[src/hdl/sm83_alu_with_flags_macros.svh]
// Assertion helpers for the SM83 ALU block.
// Each one expects clk and arst_n in scope.
`ifndef SM83_ALU_WITH_FLAGS_MACROS_SVH
`define SM83_ALU_WITH_FLAGS_MACROS_SVH

// same-cycle implication
`define SM83_ASSERT_IMP(label, ante, cons, msg) \
	label: assert property (@(posedge clk) disable iff (!arst_n) (ante) |-> (cons)) \
		else $error(msg);

// next-cycle implication
`define SM83_ASSERT_NXT(label, ante, cons, msg) \
	label: assert property (@(posedge clk) disable iff (!arst_n) (ante) |=> (cons)) \
		else $error(msg);

`endif

[src/hdl/sm83_pkg.sv]
package sm83_pkg;

	localparam int unsigned OpW = 5;
	localparam int unsigned WordW = 16;
	localparam int unsigned ByteW = 8;
	localparam int unsigned BitIdxW = 3;

	typedef logic [OpW-1:0] sm83_op_t;

	localparam sm83_op_t OP_ADD       = 5'd0;
	localparam sm83_op_t OP_ADC       = 5'd1;
	localparam sm83_op_t OP_SUB       = 5'd2;
	localparam sm83_op_t OP_SBC       = 5'd3;
	localparam sm83_op_t OP_AND       = 5'd4;
	localparam sm83_op_t OP_OR        = 5'd5;
	localparam sm83_op_t OP_XOR       = 5'd6;
	localparam sm83_op_t OP_CP        = 5'd7;
	localparam sm83_op_t OP_INC8      = 5'd8;
	localparam sm83_op_t OP_DEC8      = 5'd9;
	localparam sm83_op_t OP_RLC       = 5'd10;
	localparam sm83_op_t OP_RL        = 5'd11;
	localparam sm83_op_t OP_RRC       = 5'd12;
	localparam sm83_op_t OP_RR        = 5'd13;
	localparam sm83_op_t OP_SLA       = 5'd14;
	localparam sm83_op_t OP_SRA       = 5'd15;
	localparam sm83_op_t OP_SRL       = 5'd16;
	localparam sm83_op_t OP_SWAP      = 5'd17;
	localparam sm83_op_t OP_BIT       = 5'd18;
	localparam sm83_op_t OP_SET       = 5'd19;
	localparam sm83_op_t OP_RES       = 5'd20;
	localparam sm83_op_t OP_DAA       = 5'd21;
	localparam sm83_op_t OP_CPL       = 5'd22;
	localparam sm83_op_t OP_SCF       = 5'd23;
	localparam sm83_op_t OP_CCF       = 5'd24;
	localparam sm83_op_t OP_ADD16     = 5'd25;
	localparam sm83_op_t OP_ADD_SP_E8 = 5'd26;
	localparam sm83_op_t OP_INC16     = 5'd27;
	localparam sm83_op_t OP_DEC16     = 5'd28;

	// Z N H C, same order as the F register's upper nibble
	typedef struct packed {
		logic z;
		logic n;
		logic h;
		logic c;
	} sm83_flags_t;

	localparam sm83_flags_t FlagsReset = '{z: 1'b0, n: 1'b0, h: 1'b0, c: 1'b0};

endpackage

[src/hdl/sm83_alu_with_flags.sv]
// SM83 ALU with its Z/N/H/C flag register.
// Each operation passes through the input register, then the result register, before result valid.
// Throughput: one operation per cycle while res_stall is low; flags from one operation feed the next with no bubble.
// Reset (arst_n low, asynchronous): flags cleared, both stages emptied.
`include "sm83_alu_with_flags_macros.svh"

module sm83_alu_with_flags (
	input  logic                           clk,
	input  logic                           arst_n,
	// operation channel
	input  logic                           op_valid,
	output logic                           op_stall,
	input  logic [sm83_pkg::OpW-1:0]       opcode,
	input  logic [sm83_pkg::WordW-1:0]     operand_a,
	input  logic [sm83_pkg::WordW-1:0]     operand_b,
	input  logic [sm83_pkg::BitIdxW-1:0]   bit_index,
	// result channel
	output logic                           res_valid,
	input  logic                           res_stall,
	output logic [sm83_pkg::WordW-1:0]     result,
	output logic                           write_result,
	output logic                           zero_out,
	output logic                           subtract_out,
	output logic                           half_carry_out,
	output logic                           carry_out
);
	import sm83_pkg::*;

	// ------------------------------------------------------------------
	// Handshake
	// Stage 1 holds the accepted operation. It advances into the result
	// register whenever that register is empty or being drained. The flag
	// register is updated on the same edge, so the operation right behind
	// always sees the flags of the one before it.
	// ------------------------------------------------------------------
	logic s1_valid;
	logic s1_adv;
	logic op_xfer;
	logic res_valid_q;

	assign s1_adv   = s1_valid && !(res_valid_q && res_stall);
	assign op_stall = s1_valid && res_valid_q && res_stall;
	assign op_xfer  = op_valid && !op_stall;

	// stage 1 payload
	sm83_op_t               op_s1;
	logic [WordW-1:0]       opa_s1;
	logic [WordW-1:0]       opb_s1;
	logic [BitIdxW-1:0]     bidx_s1;

	always_ff @(posedge clk or negedge arst_n) begin
		if (!arst_n) begin
			s1_valid <= 1'b0;
		end else if (op_xfer) begin
			s1_valid <= 1'b1;
		end else if (s1_adv) begin
			s1_valid <= 1'b0;
		end
	end

	always_ff @(posedge clk) begin
		if (op_xfer) begin
			op_s1   <= opcode;
			opa_s1  <= operand_a;
			opb_s1  <= operand_b;
			bidx_s1 <= bit_index;
		end
	end

	// ------------------------------------------------------------------
	// Execute: one pass of combinational logic on the stage 1 operands
	// and the current flags.
	// ------------------------------------------------------------------
	sm83_flags_t flag_q;
	sm83_flags_t flags_nxt;
	logic [WordW-1:0] res_nxt;
	logic             wr_nxt;

	logic [ByteW-1:0] a8;
	logic [ByteW-1:0] b8;
	logic             ci;
	logic             use_ci;
	logic [ByteW:0]   sum9;
	logic [4:0]       hsum5;
	logic [ByteW:0]   dif9;
	logic [4:0]       hdif5;
	logic [ByteW:0]   sp_sum9;
	logic [4:0]       sp_hsum5;
	logic [WordW:0]   sum17;
	logic [12:0]      hsum13;
	logic [ByteW-1:0] bit_mask;
	logic [ByteW-1:0] daa_r;
	logic             daa_c;
	logic [ByteW-1:0] r8;

	assign a8       = opa_s1[ByteW-1:0];
	assign b8       = opb_s1[ByteW-1:0];
	assign ci       = flag_q.c;
	assign use_ci   = ci && ((op_s1 == OP_ADC) || (op_s1 == OP_SBC));

	// 8-bit adder / subtractor with nibble carry
	assign sum9  = {1'b0, a8} + {1'b0, b8} + {{ByteW{1'b0}}, use_ci};
	assign hsum5 = {1'b0, a8[3:0]} + {1'b0, b8[3:0]} + {4'd0, use_ci};
	assign dif9  = {1'b0, a8} - {1'b0, b8} - {{ByteW{1'b0}}, use_ci};
	assign hdif5 = {1'b0, a8[3:0]} - {1'b0, b8[3:0]} - {4'd0, use_ci};

	// SP + e8: H and C come from the unsigned low-byte add
	assign sp_sum9  = {1'b0, a8} + {1'b0, b8};
	assign sp_hsum5 = {1'b0, a8[3:0]} + {1'b0, b8[3:0]};

	// 16-bit add, H out of bit 11
	assign sum17  = {1'b0, opa_s1} + {1'b0, opb_s1};
	assign hsum13 = {1'b0, opa_s1[11:0]} + {1'b0, opb_s1[11:0]};

	assign bit_mask = ByteW'(1) << bidx_s1;

	// decimal adjust
	always_comb begin
		daa_r = a8;
		daa_c = flag_q.c;
		if (!flag_q.n) begin
			if (flag_q.c || (a8 > 8'h99)) begin
				daa_r = daa_r + 8'h60;
				daa_c = 1'b1;
			end
			if (flag_q.h || (a8[3:0] > 4'h9)) begin
				daa_r = daa_r + 8'h06;
			end
		end else begin
			if (flag_q.c) begin
				daa_r = daa_r - 8'h60;
			end
			if (flag_q.h) begin
				daa_r = daa_r - 8'h06;
			end
		end
	end

	always_comb begin
		r8        = '0;
		res_nxt   = '0;
		wr_nxt    = 1'b1;
		flags_nxt = flag_q;
		case (op_s1)
			OP_ADD, OP_ADC: begin
				r8        = sum9[ByteW-1:0];
				flags_nxt = '{z: (r8 == '0), n: 1'b0, h: hsum5[4], c: sum9[ByteW]};
			end
			OP_SUB, OP_SBC, OP_CP: begin
				r8        = dif9[ByteW-1:0];
				flags_nxt = '{z: (r8 == '0), n: 1'b1, h: hdif5[4], c: dif9[ByteW]};
				if (op_s1 == OP_CP) begin
					r8     = '0;
					wr_nxt = 1'b0;
				end
			end
			OP_AND: begin
				r8        = a8 & b8;
				flags_nxt = '{z: (r8 == '0), n: 1'b0, h: 1'b1, c: 1'b0};
			end
			OP_OR: begin
				r8        = a8 | b8;
				flags_nxt = '{z: (r8 == '0), n: 1'b0, h: 1'b0, c: 1'b0};
			end
			OP_XOR: begin
				r8        = a8 ^ b8;
				flags_nxt = '{z: (r8 == '0), n: 1'b0, h: 1'b0, c: 1'b0};
			end
			OP_INC8: begin
				r8        = a8 + 8'd1;
				flags_nxt = '{z: (r8 == '0), n: 1'b0, h: (a8[3:0] == 4'hf), c: flag_q.c};
			end
			OP_DEC8: begin
				r8        = a8 - 8'd1;
				flags_nxt = '{z: (r8 == '0), n: 1'b1, h: (a8[3:0] == 4'h0), c: flag_q.c};
			end
			OP_RLC: begin
				r8        = {a8[6:0], a8[7]};
				flags_nxt = '{z: (r8 == '0), n: 1'b0, h: 1'b0, c: a8[7]};
			end
			OP_RL: begin
				r8        = {a8[6:0], ci};
				flags_nxt = '{z: (r8 == '0), n: 1'b0, h: 1'b0, c: a8[7]};
			end
			OP_RRC: begin
				r8        = {a8[0], a8[7:1]};
				flags_nxt = '{z: (r8 == '0), n: 1'b0, h: 1'b0, c: a8[0]};
			end
			OP_RR: begin
				r8        = {ci, a8[7:1]};
				flags_nxt = '{z: (r8 == '0), n: 1'b0, h: 1'b0, c: a8[0]};
			end
			OP_SLA: begin
				r8        = {a8[6:0], 1'b0};
				flags_nxt = '{z: (r8 == '0), n: 1'b0, h: 1'b0, c: a8[7]};
			end
			OP_SRA: begin
				r8        = {a8[7], a8[7:1]};
				flags_nxt = '{z: (r8 == '0), n: 1'b0, h: 1'b0, c: a8[0]};
			end
			OP_SRL: begin
				r8        = {1'b0, a8[7:1]};
				flags_nxt = '{z: (r8 == '0), n: 1'b0, h: 1'b0, c: a8[0]};
			end
			OP_SWAP: begin
				r8        = {a8[3:0], a8[7:4]};
				flags_nxt = '{z: (r8 == '0), n: 1'b0, h: 1'b0, c: 1'b0};
			end
			OP_BIT: begin
				wr_nxt    = 1'b0;
				flags_nxt = '{z: !a8[bidx_s1], n: 1'b0, h: 1'b1, c: flag_q.c};
			end
			OP_SET: begin
				r8 = a8 | bit_mask;
			end
			OP_RES: begin
				r8 = a8 & ~bit_mask;
			end
			OP_DAA: begin
				r8        = daa_r;
				flags_nxt = '{z: (r8 == '0), n: flag_q.n, h: 1'b0, c: daa_c};
			end
			OP_CPL: begin
				r8        = ~a8;
				flags_nxt = '{z: flag_q.z, n: 1'b1, h: 1'b1, c: flag_q.c};
			end
			OP_SCF: begin
				wr_nxt    = 1'b0;
				flags_nxt = '{z: flag_q.z, n: 1'b0, h: 1'b0, c: 1'b1};
			end
			OP_CCF: begin
				wr_nxt    = 1'b0;
				flags_nxt = '{z: flag_q.z, n: 1'b0, h: 1'b0, c: !flag_q.c};
			end
			OP_ADD16: begin
				res_nxt   = sum17[WordW-1:0];
				flags_nxt = '{z: flag_q.z, n: 1'b0, h: hsum13[12], c: sum17[WordW]};
			end
			OP_ADD_SP_E8: begin
				// offset is sign-extended to 16 bits
				res_nxt   = opa_s1 + {{(WordW-ByteW){b8[ByteW-1]}}, b8};
				flags_nxt = '{z: 1'b0, n: 1'b0, h: sp_hsum5[4], c: sp_sum9[ByteW]};
			end
			OP_INC16: begin
				res_nxt = opa_s1 + WordW'(1);
			end
			OP_DEC16: begin
				res_nxt = opa_s1 - WordW'(1);
			end
			default: begin
				// unused codes: no write, flags untouched
				wr_nxt = 1'b0;
			end
		endcase
		// 8-bit forms return the byte with a zero high byte
		if ((op_s1 != OP_ADD16) && (op_s1 != OP_ADD_SP_E8) &&
		    (op_s1 != OP_INC16) && (op_s1 != OP_DEC16)) begin
			res_nxt = {{(WordW-ByteW){1'b0}}, r8};
		end
	end

	// ------------------------------------------------------------------
	// Flag register and result register
	// ------------------------------------------------------------------
	logic [WordW-1:0] result_q;
	logic             write_q;
	sm83_flags_t      res_flags_q;

	always_ff @(posedge clk or negedge arst_n) begin
		if (!arst_n) begin
			flag_q      <= FlagsReset;
			res_valid_q <= 1'b0;
		end else begin
			if (s1_adv) begin
				flag_q      <= flags_nxt;
				res_valid_q <= 1'b1;
			end else if (res_valid_q && !res_stall) begin
				res_valid_q <= 1'b0;
			end
		end
	end

	always_ff @(posedge clk) begin
		if (s1_adv) begin
			result_q    <= res_nxt;
			write_q     <= wr_nxt;
			res_flags_q <= flags_nxt;
		end
	end

	assign res_valid      = res_valid_q;
	assign result         = result_q;
	assign write_result   = write_q;
	assign zero_out       = res_flags_q.z;
	assign subtract_out   = res_flags_q.n;
	assign half_carry_out = res_flags_q.h;
	assign carry_out      = res_flags_q.c;

	// ------------------------------------------------------------------
	// Checks
	// ------------------------------------------------------------------
	`SM83_ASSERT_IMP(a_res_flags_match, res_valid_q, res_flags_q == flag_q,
		"shown flags differ from flag register")
	`SM83_ASSERT_NXT(a_flags_hold, !s1_adv, $stable(flag_q),
		"flags changed without an operation retiring")
	`SM83_ASSERT_IMP(a_nowrite_zero, res_valid_q && !write_q, result_q == '0,
		"no-write result is not zero")
	`SM83_ASSERT_IMP(a_stall_full, op_stall, s1_valid && res_valid_q,
		"input stalled with room in the pipe")
	`SM83_ASSERT_NXT(a_adv_fills, s1_adv, res_valid_q,
		"retired operation did not reach the result register")

endmodule
[config.mk]
export PLATFORM = sky130hd
export DESIGN_NAME = sm83_alu_with_flags
export DESIGN_NICKNAME = d
export VERILOG_FILES = /design/src/hdl/sm83_pkg.sv /design/src/hdl/sm83_alu_with_flags.sv
export VERILOG_INCLUDE_DIRS = /design/src /design/src/hdl
export SDC_FILE = /design/constraint.sdc
export NUM_CORES = 1
export LEC_CHECK = 0
export ABC_AREA = 1
export BUFFER_PORTS_ARGS = -buffer_cell sky130_fd_sc_hd__buf_2
export CORE_ASPECT_RATIO = 2
export CORE_MARGIN = 4
export CORE_UTILIZATION = 40
export DETAILED_ROUTE_END_ITERATION = 10
export GPL_TIMING_DRIVEN = 0
export SETUP_SLACK_MARGIN = 0.2
export SLEW_MARGIN = 20
export SYNTH_ARGS = -nofsm -noshare
export SYNTH_HDL_FRONTEND = slang
export SYNTH_SLANG_ARGS = --single-unit
[constraint.sdc]
create_clock -name clk -period 6.65 [get_ports clk]
set_clock_uncertainty 0.1 [all_clocks]
set_input_delay 0.665 -clock clk [delete_from_list [all_inputs] [get_ports clk]]
set_output_delay 0.665 -clock clk [all_outputs]
set_load 0.01 [all_outputs]
==> results.txt, run 1 <==
- The count of nets left with antenna violations once routing finished came out at 0.
- Final period util: 0.711
- The final number of max-transition violations came to 0.
- Wire length per cell: 22.8 um
* Lkg Pwr: 3.80 nW
- Among all flip-flop cells after synthesis, the most frequent one is sky130_fd_sc_hd__edfxtp_1.
- Maxcap violations: 0
- The worst setup path is launched from a register.
- Yosys warnings: 0
- CTS built an H-tree with a depth of 3.
- Post-synth top area share: 0.256
- The final layout contains 1200 nets.
- The finished cells cover 0.00808 mm^2.
* Post-synth EDFFs: 61
- In this run the horizontal extent of the chip is 103 um.
- Required time of the critical path: 6620 ps
* HPWL Detailed: 24.5 mm
* Overflow after GRT: 0
* Port buffer count: 66
- Switching part of the total power: 0.406
* Final std cells w/o fill: 1299
- In this run the vertical extent of the chip is 197 um.
- The worst path in the final design needs a cycle of 4730 ps, including I/O delays and setup.
* Overall fraction of global-route tracks in use: 0.303
* Antenna Diode Count: 0
- Counting the buffers created by CTS gives 9.
* CTS tree: yes
- Largest net degree at the start of global routing: 38
* Peak clock frequency supported by timing: 211 MHz
* RSZ-0062 raised after global routing: no
* Reg-to-reg endpoint: result[3]
- Number of different library cells in the post-synthesis netlist: 59
* Seq cells post-synth: 67
- Post-DP Area: 0.00776 mm^2
- Highest fanout seen on the critical path: 10
- Share of the yosys chip area belonging to registers: 0.277
- When the netlist entered floorplanning its net count stood at 1122.
- Once the clock tree was built, the setup fixing pass inserted 0 buffers.
- Number of instances in the synthesized netlist: 1006
* Critical Path End Type: register
- The worst-case IR drop observed on VDD is 0.000177 V.
- Area of the die: 0.0202 mm^2
* Mean cell area of the mapped netlist: 7.11 um^2
- The root buffer cell chosen for the clock tree is sky130_fd_sc_hd__clkbuf_16.
- Synth area leader: sky130_fd_sc_hd__edfxtp_1
- For the pin with the worst max-slew slack, the measured transition is 1100 ps.
- Post-detailed-routing wire length: 29.6 mm
- Relative to the synthesized area, the layout overhead comes to 13.0%.
- Hold violation total from the final report: 0
- WP data arrival: 4700 ps
* Final estimated routing congestion in global placement: 0.984
* Hold buffers post-CTS: 0
- The share of total power dissipated in the clock network is 0.284.
- The synthesized netlist occupies a cell area of 0.00715 mm^2.
* Slew headroom: 0.260
* Number of vias after detailed routing: 7393
* FF-to-FF Start: ci
- Across all hold checks on the routed design, the worst slack comes to 28.5 ps.
* DRC violation count after routing: 0
- Counting cells, the worst reg-to-reg path comes to 14.
- For this design the ratio of total power to cell area is 227 mW/mm^2.
* Buffer levels on the longest clock path: 2
* Path category of the worst min-delay check: input port to asynchronous set/reset pin
- Timing endpoint of the critical path: result[3]
- Combined area of the multi-input logic cells: 0.00453 mm^2
- Worst skew pair latency: 350 ps
- Worst R2R Setup Slack: 1920 ps
- Boundary pin count: 67
* Top area cells in the synthesized netlist: sky130_fd_sc_hd__edfxtp_1, sky130_fd_sc_hd__nand2_1, sky130_fd_sc_hd__ha_1, sky130_fd_sc_hd__inv_1, sky130_fd_sc_hd__nand3_1
* Net Sw Power: 0.000745 W
- Crit Path Category: register to register
* Number of vias per cell after detailed routing: 5.69
* Post-layout power: 0.00183 W
* Combinational fraction of design power: 0.412
* Register area: 0.00198 mm^2
- FILL cells: 1873
- The number of global-route vias before repair was 7872.
- For this configuration, the core starts out at a cell density of 0.410.
- The initial antenna violation count is 0.
* Wire length of the first global-routing pass: 44.2 mm
- Final count of negative-setup-slack endpoints: 0
- The floorplan step defined a core boundary enclosing 0.0174 mm^2.
* Final setup TNS: 0 ps
- Total clock sinks: 67
- The pre-antenna-repair detailed-routing pass consisted of 5 iterations.
* Async set-reset flop share out of synthesis: 0.0896
* Proportion of layout cells with a drive suffix above 1: 0.140
- Clock edge transition at the registers on the reported setup and hold paths: 60 ps
- Part of the power in registers: 0.304
- PostCTS Resize Cnt: 0
- The internal power of the cells totals 0.00109 W.
- Tracing the worst setup path back leads to its startpoint at ci.
* First-iteration detailed-routing DRC count: 346
- After floorplanning, the core was divided into 68 placement rows.
- Cell count after placement: 1283
- Outcome: finished clean
-- layer usage --
metal | vias to the layer above | global-route usage | part of all wire
li1 | 3594 | - | -
met1 | 3401 | 0.277 | 0.32
met3 | 135 | 0.0456 | 0.040
met2 | 263 | 0.545 | 0.53
met5 | - | 0 | 0
met4 | 0 | 0.279 | 0.11
-- synthesized netlist by cell type (all sizes together), types with 5 or more instances --
| library cell | instances |
|---|---|
| buf | 14 |
| o221ai | 5 |
| inv | 134 |
| xnor2 | 12 |
| nand3 | 87 |
| dfrtp | 6 |
| clkinv | 5 |
| nor2 | 110 |
| ha | 68 |
| o21ai | 61 |
| a211oi | 5 |
| a21oi | 52 |
| o2111ai | 7 |
| nand4 | 21 |
| edfxtp | 61 |
| xor2 | 19 |
| nand2 | 235 |
| nor3 | 18 |
| a31oi | 13 |
| or2 | 9 |
| o22ai | 17 |
-- layout make-up --
type | instances | area share
clock inverters | 6 | 0.0108
flip-flops and latches | 67 | 0.245
well taps | 210 | 0.0325
plain buffers | 17 | 0.0135
repair buffers | 67 | 0.0434
clock buffers | 10 | 0.0283
inverters | 139 | 0.0649
multi-input cells | 783 | 0.561
-- power by group through the flow --
stage | clock network, W | logic, W | registers, W
final | 0.000520 | 0.000756 | 0.000557
after global routing | 0.000549 | 0.000839 | 0.000562
after CTS | 0.000532 | 0.000756 | 0.000557
after detailed placement | 0 | 0.000752 | 0.000566
after global placement | 0 | 0.000743 | 0.000566
after floorplan | 0 | 0.000490 | 0.000565
-- worst max-delay path, cell delays in order (launching register included) --
cell	delay (ps)
sky130_fd_sc_hd__dfrtp_1	320
sky130_fd_sc_hd__buf_2	260
sky130_fd_sc_hd__clkinv_1	440
sky130_fd_sc_hd__nor4_1	730
sky130_fd_sc_hd__inv_1	120
sky130_fd_sc_hd__fa_1	710
sky130_fd_sc_hd__inv_1	80
sky130_fd_sc_hd__ha_1	180
sky130_fd_sc_hd__or2_2	300
sky130_fd_sc_hd__nand2_1	60
sky130_fd_sc_hd__nand2_1	70
sky130_fd_sc_hd__xnor2_1	330
sky130_fd_sc_hd__o2111ai_1	280
sky130_fd_sc_hd__nor4_1	290
sky130_fd_sc_hd__nand3_1	150
-- worst min-delay path by stage --
stage | startpoint | endpoint | slack [ps] | cells after the start
2_1_floorplan | arst_n | ci | 270 | 0
3_3_place_gp | s1_valid | res_valid | 360 | 2
3_5_place_dp | s1_valid | res_valid | 380 | 2
4_1_cts | arst_n | res_valid | 30 | 1
5_1_grt | arst_n | res_valid | 30 | 1
6_report | arst_n | res_valid | 30 | 1
-- kinds of logic after synthesis --
| group | share of synthesized area |
|---|---|
| compound gates | 0.162 |
| xor+xnor | 0.0380 |
| fa+ha+maj | 0.130 |
| buf+inv | 0.0886 |
| flops | 0.277 |
| simple gates | 0.304 |
-- metrics by stage --
stage          utilization  worst slack, ps
3_5_place_dp         0.445             1910
3_3_place_gp         0.444             1960
6_report             0.463             1920
4_1_cts              0.463             1890
2_1_floorplan            -             3420
5_1_grt              0.463             1690
-- registers in the layout, indices dropped and copies added (netlist names), 3 cells and up --
name,count
result,16
bidx_s1,3
op_s1,5
opa_s1,16
flag_q,3
opb_s1,16
-- cell usage in the layout (no fill, tap or decap), types with 3 or more instances in the layout --
cell / netlist / layout
sky130_fd_sc_hd__clkbuf_16: 0 / 9
sky130_fd_sc_hd__o21ai_0: 55 / 55
sky130_fd_sc_hd__clkbuf_1: 3 / 4
sky130_fd_sc_hd__nand2_1: 227 / 227
sky130_fd_sc_hd__nor2_1: 98 / 98
sky130_fd_sc_hd__o221ai_1: 5 / 5
sky130_fd_sc_hd__fa_1: 4 / 4
sky130_fd_sc_hd__a22oi_1: 3 / 3
sky130_fd_sc_hd__xnor2_1: 12 / 12
sky130_fd_sc_hd__xor2_1: 19 / 19
sky130_fd_sc_hd__ha_1: 68 / 68
sky130_fd_sc_hd__o22ai_1: 17 / 17
sky130_fd_sc_hd__a221oi_1: 3 / 3
sky130_fd_sc_hd__o211ai_1: 4 / 4
sky130_fd_sc_hd__nor3_1: 16 / 16
sky130_fd_sc_hd__dfrtp_1: 6 / 6
sky130_fd_sc_hd__clkinv_1: 5 / 5
sky130_fd_sc_hd__a211oi_1: 4 / 4
sky130_fd_sc_hd__a31oi_1: 13 / 13
sky130_fd_sc_hd__o2111ai_1: 7 / 7
sky130_fd_sc_hd__nor2_2: 11 / 11
sky130_fd_sc_hd__o21bai_1: 4 / 4
sky130_fd_sc_hd__or2_2: 9 / 9
sky130_fd_sc_hd__a21oi_1: 50 / 50
sky130_fd_sc_hd__nand3b_1: 4 / 4
sky130_fd_sc_hd__nand2_2: 7 / 7
sky130_fd_sc_hd__buf_2: 9 / 75
sky130_fd_sc_hd__buf_6: 4 / 4
sky130_fd_sc_hd__nand3_1: 85 / 85
sky130_fd_sc_hd__inv_2: 13 / 14
sky130_fd_sc_hd__edfxtp_1: 61 / 61
sky130_fd_sc_hd__inv_1: 120 / 119
sky130_fd_sc_hd__nand4_1: 21 / 21
sky130_fd_sc_hd__a21o_1: 3 / 3
sky130_fd_sc_hd__nor4_1: 3 / 3
sky130_fd_sc_hd__o21ai_1: 4 / 4
No activity file was read; power rests on OpenSTA's default activity.
==> run 2, diff against run 1 <==
- clock period: 6.65 -> 4.2 ns (I/O delays scaled with it)
==> results.txt, run 2 (synthesis results as in run 1) <==
- The run finished with clean final reports.
* Reg-to-reg endpoint: zero_out
* Number of vias per cell after detailed routing: 5.71
- Summing over every cut layer, the via total after detailed routing is 7493.
* Final std cells w/o fill: 1312
- Proportion of layout cells with a drive suffix above 1: 0.157
* Overflow after GRT: 0
* Register area: 0.00198 mm^2
- After detailed placement, the total cell area comes to 0.00776 mm^2.
- Final period demand of the worst path: 3830 ps
- Once detailed placement completed, the half-perimeter wirelength came to 24.5 mm.
- # rows: 68
- After detailed placement, the design holds a cell count of 1283.
* Number of antenna violations at the first check in global routing: 0
- Of all nets on the critical path, the largest fanout is 4.
* Depth of the most critical reg-to-reg path: 17
- Overall fraction of global-route tracks in use: 0.303
* Delay of the slowest cell on the worst path: 650 ps
- The slowest stage of the critical path belongs to the cell sky130_fd_sc_hd__fa_2.
* Min-Delay Path Depth: 1
* Cell area after layout: 0.00824 mm^2
- Critical Path End Type: register
* Clock Tree Root: sky130_fd_sc_hd__clkbuf_16
- Buffer levels on the longest clock path: 2
- The clock tree synthesis step divided the H-tree into 3 levels.
* Clock edge transition at the registers on the reported setup and hold paths: 60 ps
* Final setup TNS: 0 ps
- Worst min-delay path startpoint: bit_index[0]
- DRC violation count after routing: 0
- Die Span Y: 197 um
- Pin slew with the least headroom to its limit: 1150 ps
- Final estimated routing congestion in global placement: 0.984
- In this run the tool buffered the top-level ports with 66 buffer cells.
- The layout has 1860 filler cells.
- The final hold violation count was 0.
* Combined area of the multi-input logic cells: 0.00458 mm^2
- 0 antenna diodes ended up in the layout.
- RSZ-0062 raised after global routing: yes
- Counting buffers and inverters, the worst setup path is 17 cells deep.
* Worst slack on hold paths: 141 ps
- The final number of max-transition violations came to 0.
- The startpoint identified for the worst register-to-register timing path is op_s1[3].
- Worst path bufs/invs: 3
- The critical path is of the register to register type.
* P&R area growth vs syn: 15.3%
- The number of global-route vias before repair is 7864.
- Dividing the detail-routed wire length by the instance count gives 22.6 um.
* Slew headroom: 0.224
- TritonCTS built the clock tree.
- Maxcap violations: 0
- Required time of the critical path: 4190 ps
- Placeable Area: 0.0174 mm^2
* Most common cell type on the critical path: sky130_fd_sc_hd__nand2_1
- Post-detailed-routing wire length: 29.7 mm
- During I/O placement, the number of pins put on the boundary was 67.
- Path category of the worst min-delay check: input port to register
- The library cell used most frequently in the layout, excluding fill and tap cells, is sky130_fd_sc_hd__nand2_1.
- In this run, CTS created clock tree buffers numbering 9.
- On the critical path the largest part of the delay comes from simple AND/OR/NAND/NOR gates.
* Final period util: 0.911
- The first global-routing pass estimated 44.2 mm of wire.
- The later pin in the worst-skew pair is clocked with a latency of 350 ps.
* Routed Antenna Nets: 0
- The initial utilization of the core area, before any placement, comes to 0.410.
* Lkg Pwr: 3.87 nW
* Area of the die: 0.0202 mm^2
- For this run, the detailed router's first-pass iteration total came to 5.
- Peak clock frequency supported by timing: 261 MHz
- Across all register-to-register paths, the minimum setup slack is 370 ps.
- In the final design database the tool counted 1213 nets.
- Walking the worst path, the cells encountered are nor2_2 -> inv_2 -> nor4_4 -> inv_1 -> fa_2 -> inv_1 -> ha_1 -> or2_2 -> nand2_1 -> nand2_1 -> nand4_1 -> nand2_1 -> xor2_1 -> nand3b_1 -> nand3_1 -> nor2_1 -> nand3_2.
* Startpoint types: register
* Total clock sinks: 67
- First-iteration detailed-routing DRC count: 401
- Final count of negative-setup-slack endpoints: 0
* Top library cells by usage in the layout, fill and taps aside: sky130_fd_sc_hd__nand2_1, sky130_fd_sc_hd__inv_1, sky130_fd_sc_hd__nor2_1, sky130_fd_sc_hd__nand3_1, sky130_fd_sc_hd__buf_2
- Measured along the x axis, the die boundary spans 103 um.
* Max IR drop VDD: 0.000281 V
- Power density relative to cell area: 356 mW/mm^2
- Capture endpoint of the worst hold path: bidx_s1[0]
* Largest net degree at the start of global routing: 38
- STA puts the critical path data arrival time at 3820 ps.
[run 2: cell types whose count changed in the layout (fill, tap and decap cells not counted), sizes merged]
| cell | delta |
|---|---|
| buf | +11 |
| clkbuf | +1 |
| clkinv | -2 |
| clkinvlp | +2 |
| dlygate4sd3 | +1 |
[run 2: where the power goes]
part           switching [W]  total [W]  internal [W]
Sequential         0.0000498   0.000876      0.000826
Combinational       0.000842    0.00124      0.000395
Clock               0.000300   0.000821      0.000520
[run 2: layout make-up]
type                    instances  area share
multi-input cells             783       0.556
plain buffers                  17      0.0137
well taps                     210      0.0319
inverters                     139      0.0651
clock buffers                  10      0.0278
clock inverters                 6      0.0106
flip-flops and latches         67       0.241
repair buffers                 80      0.0547
[run 2: layer usage]
metal / track usage / routed length, um / up-vias
met5: 0 / 0 / -
met4: 0.278 / 3270 / 0
met3: 0.0460 / 1290 / 145
met2: 0.545 / 15800 / 283
met1: 0.278 / 9330 / 3442
li1: - / - / 3623
[run 2: per-stage QoR]
stage	setup slack, ps	util	total power, W
6_report	373	0.472	0.00293
5_1_grt	147	0.472	0.00312
4_1_cts	231	0.465	0.00293
3_5_place_dp	-538	0.445	0.00209
3_3_place_gp	-486	0.444	0.00207
2_1_floorplan	969	-	0.00167
[run 2: worst max path at each step]
| stage | endpoint | from | slack (ps) |
|---|---|---|---|
| 2_1_floorplan | zero_out | ci | 970 |
| 3_3_place_gp | result[3] | ci | -490 |
| 3_5_place_dp | result[3] | ci | -540 |
| 4_1_cts | result[4] | opa_s1[3] | 230 |
| 5_1_grt | result[13] | op_s1[4] | 150 |
| 6_report | zero_out | op_s1[3] | 370 |
[run 2: what timing repair did]
action,in CTS,in global routing
setup endpoints to repair,13,14
hold buffers,1,0
pin swaps,0,1
resized for setup,6,10
buffers inserted,0,12
hold endpoints to repair,6,0
[run 2: worst reg2reg max path, stage by stage, from the launching register on]
cell and delay (ps):
sky130_fd_sc_hd__edfxtp_1 420, sky130_fd_sc_hd__nor2_2 210, sky130_fd_sc_hd__inv_2 110, sky130_fd_sc_hd__nor4_4 320, sky130_fd_sc_hd__inv_1 100, sky130_fd_sc_hd__fa_2 660, sky130_fd_sc_hd__inv_1 70, sky130_fd_sc_hd__ha_1 170
sky130_fd_sc_hd__or2_2 300, sky130_fd_sc_hd__nand2_1 60, sky130_fd_sc_hd__nand2_1 90, sky130_fd_sc_hd__nand4_1 90, sky130_fd_sc_hd__nand2_1 70, sky130_fd_sc_hd__xor2_1 170, sky130_fd_sc_hd__nand3b_1 170, sky130_fd_sc_hd__nand3_1 200
sky130_fd_sc_hd__nor2_1 180, sky130_fd_sc_hd__nand3_2 90
